==> src/scps_pkg.sv <==
// ----------------------------------------------------------------------------
// scps_pkg
// Shared types and constants for the serial clock prescaler search block.
// ----------------------------------------------------------------------------
package scps_pkg;

    localparam int DATA_W   = 32;
    localparam int FACTOR_W = 4;
    localparam int EXP_W    = 3;
    localparam int FIELD_W  = 8;
    localparam int BCNT_W   = $clog2(DATA_W);

    // input beat
    typedef struct packed {
        logic [DATA_W-1:0] core_clock_hz;
        logic [DATA_W-1:0] wanted_max_hz;
    } in_t;

    // result beat
    typedef struct packed {
        logic [FACTOR_W-1:0] factor;
        logic [EXP_W-1:0]    exponent;
        logic [FIELD_W-1:0]  packed_field;
        logic                exact_hit;
        logic                failed;
    } out_t;

    // controller to datapath commands
    typedef struct packed {
        logic start;
        logic div_step;
        logic eval;
        logic next_factor;
        logic out_load;
    } cmd_t;

    // datapath to controller status
    typedef struct packed {
        logic div_last;
        logic exp_last;
        logic factor_last;
        logic hit;
    } sts_t;

endpackage

==> src/scps_ctrl.sv <==
// ----------------------------------------------------------------------------
// scps_ctrl
// Sequencer for the prescaler search: divide, scan exponents, emit result.
// ----------------------------------------------------------------------------
module scps_ctrl import scps_pkg::*; (
    input  logic aclk,
    input  logic aresetn,
    input  logic s_valid,
    output logic s_ready,
    output logic m_valid,
    input  logic m_ready,
    output cmd_t cmd,
    input  sts_t sts
);

    localparam logic [1:0] ST_IDLE = 2'd0;
    localparam logic [1:0] ST_DIV  = 2'd1;
    localparam logic [1:0] ST_EVAL = 2'd2;
    localparam logic [1:0] ST_DONE = 2'd3;

    logic [1:0] state_reg, state_next;
    logic       m_valid_reg, m_valid_next;

    assign s_ready = (state_reg == ST_IDLE);
    assign m_valid = m_valid_reg;

    // next state and command decode
    always_comb begin
        state_next = state_reg;
        cmd        = '0;
        unique case (state_reg)
            ST_IDLE: begin
                if (s_valid) begin
                    cmd.start  = 1'b1;
                    state_next = ST_DIV;
                end
            end
            ST_DIV: begin
                cmd.div_step = 1'b1;
                if (sts.div_last) begin
                    state_next = ST_EVAL;
                end
            end
            ST_EVAL: begin
                cmd.eval = 1'b1;
                if (sts.hit) begin
                    state_next = ST_DONE;
                end else if (sts.exp_last) begin
                    if (sts.factor_last) begin
                        state_next = ST_DONE;
                    end else begin
                        cmd.next_factor = 1'b1;
                        state_next      = ST_DIV;
                    end
                end
            end
            ST_DONE: begin
                if (!m_valid_reg || m_ready) begin
                    cmd.out_load = 1'b1;
                    state_next   = ST_IDLE;
                end
            end
            default: state_next = ST_IDLE;
        endcase
    end

    // output valid: set on load, cleared when taken
    always_comb begin
        m_valid_next = m_valid_reg;
        if (cmd.out_load) begin
            m_valid_next = 1'b1;
        end else if (m_ready) begin
            m_valid_next = 1'b0;
        end
    end

    always_ff @(posedge aclk) begin
        if (!aresetn) begin
            state_reg   <= ST_IDLE;
            m_valid_reg <= 1'b0;
        end else begin
            state_reg   <= state_next;
            m_valid_reg <= m_valid_next;
        end
    end

endmodule

==> src/scps_dp.sv <==
// ----------------------------------------------------------------------------
// scps_dp
// Bit-serial divider by the linear factor, exponent shift compare and
// best-pair tracking, plus the result register.
// ----------------------------------------------------------------------------
module scps_dp import scps_pkg::*; #(
    parameter int MAX_FACTOR   = 15,
    parameter int MAX_EXPONENT = 7
) (
    input  logic aclk,
    input  in_t  s_data,
    input  cmd_t cmd,
    output sts_t sts,
    output out_t m_data
);

    localparam logic [FACTOR_W-1:0] FACTOR_END = MAX_FACTOR[FACTOR_W-1:0];
    localparam logic [EXP_W-1:0]    EXP_END    = MAX_EXPONENT[EXP_W-1:0];
    localparam logic [BCNT_W-1:0]   BCNT_END   = BCNT_W'(DATA_W - 1);

    logic [DATA_W-1:0]   core_reg, core_next;
    logic [DATA_W-1:0]   maxf_reg, maxf_next;
    logic [DATA_W-1:0]   quot_reg, quot_next;
    logic [FACTOR_W-1:0] rem_reg, rem_next;
    logic [BCNT_W-1:0]   bcnt_reg, bcnt_next;
    logic [FACTOR_W-1:0] f_reg, f_next;
    logic [EXP_W-1:0]    e_reg, e_next;
    logic [FACTOR_W-1:0] best_f_reg, best_f_next;
    logic [EXP_W-1:0]    best_e_reg, best_e_next;
    logic [DATA_W-1:0]   best_gap_reg, best_gap_next;
    logic                have_reg, have_next;
    logic                exact_reg, exact_next;
    out_t                out_reg, out_next;

    logic [FACTOR_W:0]   rem_wide;
    logic [FACTOR_W:0]   rem_diff;
    logic                rem_ge;
    logic [DATA_W-1:0]   clk_div;
    logic [DATA_W-1:0]   gap;
    logic                fits;

    // one restoring division step
    assign rem_wide = {rem_reg, quot_reg[DATA_W-1]};
    assign rem_ge   = (rem_wide >= {1'b0, f_reg});
    assign rem_diff = rem_wide - {1'b0, f_reg};

    // divided clock of the current pair and its shortfall
    assign clk_div = quot_reg >> e_reg;
    assign fits    = (clk_div <= maxf_reg);
    assign gap     = maxf_reg - clk_div;

    assign sts.div_last    = (bcnt_reg == BCNT_END);
    assign sts.exp_last    = (e_reg == EXP_END);
    assign sts.factor_last = (f_reg == FACTOR_END);
    assign sts.hit         = (clk_div == maxf_reg);

    always_comb begin
        core_next     = core_reg;
        maxf_next     = maxf_reg;
        quot_next     = quot_reg;
        rem_next      = rem_reg;
        bcnt_next     = bcnt_reg;
        f_next        = f_reg;
        e_next        = e_reg;
        best_f_next   = best_f_reg;
        best_e_next   = best_e_reg;
        best_gap_next = best_gap_reg;
        have_next     = have_reg;
        exact_next    = exact_reg;
        out_next      = out_reg;

        // new search
        if (cmd.start) begin
            core_next  = s_data.core_clock_hz;
            maxf_next  = s_data.wanted_max_hz;
            quot_next  = s_data.core_clock_hz;
            rem_next   = '0;
            bcnt_next  = '0;
            f_next     = FACTOR_W'(1);
            e_next     = '0;
            have_next  = 1'b0;
            exact_next = 1'b0;
        end

        // divider iteration
        if (cmd.div_step) begin
            rem_next  = rem_ge ? rem_diff[FACTOR_W-1:0] : rem_wide[FACTOR_W-1:0];
            quot_next = {quot_reg[DATA_W-2:0], rem_ge};
            bcnt_next = bcnt_reg + BCNT_W'(1);
        end

        // evaluate one exponent against the best so far
        if (cmd.eval) begin
            e_next = e_reg + EXP_W'(1);
            if (fits) begin
                if (sts.hit) begin
                    best_f_next = f_reg;
                    best_e_next = e_reg;
                    have_next   = 1'b1;
                    exact_next  = 1'b1;
                end else if (!have_reg || (gap < best_gap_reg)) begin
                    best_f_next   = f_reg;
                    best_e_next   = e_reg;
                    best_gap_next = gap;
                    have_next     = 1'b1;
                end
            end
        end

        // restart division for the next factor
        if (cmd.next_factor) begin
            f_next    = f_reg + FACTOR_W'(1);
            e_next    = '0;
            quot_next = core_reg;
            rem_next  = '0;
            bcnt_next = '0;
        end

        // result register
        if (cmd.out_load) begin
            if (have_reg) begin
                out_next.factor       = best_f_reg;
                out_next.exponent     = best_e_reg;
                out_next.packed_field = {best_e_reg[2:1], 1'b0, best_e_reg[0], best_f_reg};
                out_next.exact_hit    = exact_reg;
                out_next.failed       = 1'b0;
            end else begin
                out_next        = '0;
                out_next.failed = 1'b1;
            end
        end
    end

    always_ff @(posedge aclk) begin
        core_reg     <= core_next;
        maxf_reg     <= maxf_next;
        quot_reg     <= quot_next;
        rem_reg      <= rem_next;
        bcnt_reg     <= bcnt_next;
        f_reg        <= f_next;
        e_reg        <= e_next;
        best_f_reg   <= best_f_next;
        best_e_reg   <= best_e_next;
        best_gap_reg <= best_gap_next;
        have_reg     <= have_next;
        exact_reg    <= exact_next;
        out_reg      <= out_next;
    end

    assign m_data = out_reg;

endmodule

==> src/spi_clock_prescaler_search_core.sv <==
// ----------------------------------------------------------------------------
// spi_clock_prescaler_search_core
// Finds the serial clock prescale pair closest to, and not above, a maximum.
// ----------------------------------------------------------------------------
// Usage:
//   The s_ channel takes one beat holding the core clock and the highest
//   allowed serial clock. The m_ channel returns one beat with the chosen
//   factor, exponent, packed prescale field, exact-hit and failed flags.
//   Factors 1..MAX_FACTOR are tried in turn; each costs a bit-serial
//   division by the factor followed by an evaluation of each exponent
//   0..MAX_EXPONENT, where the quotient is shifted and compared.
//   After the search the result is loaded into the output register; an
//   exact match ends the search early. Most of the search time is spent in
//   the divider loop. One beat is worked on at a time; s_ready is high only
//   while idle, so a new beat is taken only after the full search, the
//   result load and a return to idle.
//   The result sits in an output register; if the receiver stalls, the
//   next beat may be accepted, but its result waits until the slot frees.
//   Reset (aresetn low, synchronous) returns to idle with m_valid low.
// ----------------------------------------------------------------------------
module spi_clock_prescaler_search_core import scps_pkg::*; #(
    parameter int MAX_FACTOR   = 15,
    parameter int MAX_EXPONENT = 7
) (
    input  logic aclk,
    input  logic aresetn,
    input  logic s_valid,
    output logic s_ready,
    input  in_t  s_data,
    output logic m_valid,
    input  logic m_ready,
    output out_t m_data
);

    cmd_t cmd;
    sts_t sts;

    // sequencer
    scps_ctrl u_ctrl (
        .aclk    (aclk),
        .aresetn (aresetn),
        .s_valid (s_valid),
        .s_ready (s_ready),
        .m_valid (m_valid),
        .m_ready (m_ready),
        .cmd     (cmd),
        .sts     (sts)
    );

    // divider, compare and result datapath
    scps_dp #(
        .MAX_FACTOR   (MAX_FACTOR),
        .MAX_EXPONENT (MAX_EXPONENT)
    ) u_dp (
        .aclk   (aclk),
        .s_data (s_data),
        .cmd    (cmd),
        .sts    (sts),
        .m_data (m_data)
    );

endmodule
==> config.mk <==
export PLATFORM = sky130hd
export DESIGN_NAME = spi_clock_prescaler_search_core
export DESIGN_NICKNAME = d
export VERILOG_FILES = /design/src/scps_pkg.sv /design/src/scps_ctrl.sv /design/src/scps_dp.sv /design/src/spi_clock_prescaler_search_core.sv
export SDC_FILE = /design/constraint.sdc
export NUM_CORES = 1
export LEC_CHECK = 0
export BUFFER_PORTS_ARGS = -buffer_cell sky130_fd_sc_hd__buf_2
export CAP_MARGIN = 20
export CORE_UTILIZATION = 55
export CTS_CLUSTER_DIAMETER = 120
export DETAILED_ROUTE_END_ITERATION = 7
export PLACE_DENSITY = 0.75
export SLEW_MARGIN = 15
export SYNTH_ARGS = -nofsm -noshare
export SYNTH_HDL_FRONTEND = slang
export SYNTH_SLANG_ARGS = --single-unit
==> constraint.sdc <==
create_clock -name aclk -period 6.9 [get_ports aclk]
set_input_delay 2.07 -clock aclk [delete_from_list [all_inputs] [get_ports aclk]]
set_output_delay 2.07 -clock aclk [all_outputs]
set_load 0.1 [all_outputs]
==> qor.txt <==
final cycle utilization of the critical path: 0.867
die footprint: 18300 um2
deepest clock path buffer count: 2
initial DRC count: 529
Mapped Area: 9790 um2
largest net degree at the start of global routing: 72
clock skew: 11.3 ps
initial antenna violation count: 0
Worst Path Max Fanout: 40
compound-cell area share of the yosys netlist: 0.129
DR vias: 6789
syn_nets: 1009
post-synthesis mux area share: 0.121
Congestion Overflow GR: 0
RSZ-0062 raised after global routing: false
cts hold-fix bufs: 0
met1 Use GR: 0.337
fin crit period: 5980 ps
Layout area overhead: 12.5%
outcome: complete, no violations
Synth cell types: 65
IO Pins: 87
Global Route Usage Sum: 0.238
CP most frequent cell: a21oi_1
drt first pass iters: 5
M2 GR Usage: 0.371
antenna viol nets, final: 0
Seq cells post-synth: 165
Core Box Area: 17400 um2
xor-xnor portion of the synthesized cell area: 0.0286
global-route wire length before repair: 33.4 mm
Post-CTS Setup Bufs: 0
CTS tree: done
site row count: 48
utilization after layout: 0.635
Lkg Pwr: 0.00452 uW
largest family of logic cells by synthesized area: compound AO/OA/AOI/OAI gates
top_reg_cell synth: edfxtp_1
post-route insts no fill: 1175
final hold slack: 455 ps
placed insts: 1143
Slew HR: 0.340
yosys warns: 0
Remaining DRCs: 0
Synth Area per Inst: 11.3 um2
final setup fails: 0
Synth Instances: 867
Placer Congestion: 0.877
Synth Area in Simple Gates: 0.0966
share of layout cells above drive strength 1: 0.162
CTS clk-pin slew, worst paths: 70 ps
# fillers: 1361
starting density of the core: 0.564
Setup crit end kind: register
clk sinks: 165
adder-cell area share of the yosys netlist: 0.0961
sequential cell area fraction in the yosys report: 0.489
Via-to-Cell Ratio: 5.78
Critical Path Slowest Stage Cell: dfxtp_2
Clock Latency Late Sink: 430 ps
Slew Limit Fails: 0
Crit path largest cell delay: 940 ps
nets: 1079
# diodes: 0
VDD IR max: 0.246 mV
footprint of the multi-input gates: 4630 um2
Final Hold Viols: 0
Cell Pwr Density: 265 nW/um2
Root Driver: clkbuf_16
setup TNS: 0 ps
Critical Path Start Type: register
met3 usage: 0.0471
chip height: 135 um
HP Class: reg -> reg
CP arrival: 6050 ps
cts bufs inserted: 17
H-tree Lvls: 4
CTS resizes: 0
Die W: 135 um
CP cell instances: mux2_2 -> a21oi_1 -> o21ai_0 -> ha_1 -> fa_1 -> nor2b_4 -> o31ai_4 -> nand2_1 -> a21o_1 -> a21oi_1 -> o21ai_0 -> xor2_1 -> ha_1 -> and4_1 -> a221oi_1 -> a21oi_1 -> o31ai_1 -> a2111oi_0 -> a211o_1 -> a21oi_1
post-detail-place hpwl: 14.9 mm
Register Area: 4790 um2
Achievable Freq: 167 MHz
I/O Buffers: 85
Post-synth EDFFs: 148
GRT busiest layer: met2
max_cap viols: 0
routed length per instance: 17.4 um
worst-margin pin slew: 990 ps
overall power: 2920 uW
WS Path Type: reg -> reg
fraction of registers with async set/reset: 0
Worst EP required: 6960 ps
vias in the first global route: 6570
Total Wirelength: 20.5 mm
==> stage by stage <==
stage	setup slack, ps	area, um2
after CTS	904	11000
after global routing	450	11000
after floorplan	672	9790
final	915	11000
after detailed placement	897	10400
after global placement	1110	10400
==> worst max-delay path: cells and delay by family, from the launching register on <==
family                     cells  cell delay (ps)
AOI/OAI and AO/OA             12             2550
xor gates and xnor gates       1              220
adders and majority gates      3              980
DFF                            1              940
muxes                          1              430
and+or+nand+nor                3              500
==> kinds of logic (layout without fill, tap and decap cells) <==
group | after synthesis | after routing
compound gates | 198 | 198
simple gates | 195 | 195
flops | 165 | 165
mux | 108 | 108
buf+inv | 94 | 177
fa+ha+maj | 74 | 74
xor+xnor | 32 | 32
other cells | 1 | 1
==> area by class of cell <==
class                      count  area share
multi-input combinational    608       0.420
clock buffer                  17      0.0386
inverter                      54      0.0184
timing repair buffer          91      0.0427
clock inverter                15      0.0198
tap                          225      0.0256
sequential                   165       0.435
==> layer usage <==
| layer | share of wire | up-vias |
|---|---|---|
| li1 | - | 3354 |
| met1 | 0.48 | 3234 |
| met2 | 0.46 | 169 |
| met3 | 0.048 | 32 |
| met4 | 0.017 | 0 |
| met5 | 0 | - |
==> synth_stat cells, types with 5 or more instances <==
cell type / count / area [um2]
buf_4: 8 / 60.1
nand4_1: 15 / 93.8
o21a_1: 8 / 60.1
nand2_1: 73 / 274
nor2b_1: 7 / 43.8
ha_1: 72 / 901
xor2_1: 13 / 114
buf_2: 10 / 50.1
o21ai_1: 36 / 180
clkbuf_1: 18 / 67.6
nor2_1: 40 / 150
inv_1: 53 / 199
and2_1: 10 / 62.6
a21o_1: 20 / 150
nand3_1: 7 / 35.0
nand2b_1: 9 / 56.3
nor3_1: 11 / 55.1
and3_1: 7 / 43.8
a211oi_1: 5 / 37.5
mux2i_1: 98 / 981
a21oi_1: 61 / 305
mux4_2: 8 / 180
o21ai_0: 27 / 135
dfxtp_1: 17 / 340
xnor2_1: 19 / 166
edfxtp_1: 148 / 4440
==> where the power goes <==
group	leakage, uW	switching, uW	internal, uW
clock	0.000311	431	588
combinational	0.00267	395	279
sequential	0.00154	47.4	1180
==> placed cells by master, fill, tap and decap left out, types with 8 or more instances in the layout <==
cell type,count
nand2b_1,8
nand2_1,73
and2_1,10
mux4_2,8
mux2i_1,98
xor2_1,13
dfxtp_1,15
edfxtp_1,148
xnor2_1,19
a21o_1,20
o21ai_0,26
buf_2,85
inv_1,52
o21ai_1,36
nor2_1,40
ha_1,72
nand4_1,15
a21oi_1,61
clkbuf_16,17
nor3_1,11
o21a_1,8
==> worst paths after layout <==
path / start / to / slack [ps] / cells after the start
max: u_dp.e_reg[1] / u_dp.best_f_reg[2] / 920 / 20
min: u_dp.exact_reg / u_dp.exact_reg / 450 / 1
max reg2reg: u_dp.e_reg[1] / u_dp.best_f_reg[2] / 920 / 20
min reg2reg: u_dp.exact_reg / u_dp.exact_reg / 450 / 1
Power figures use the tool's default switching activity.
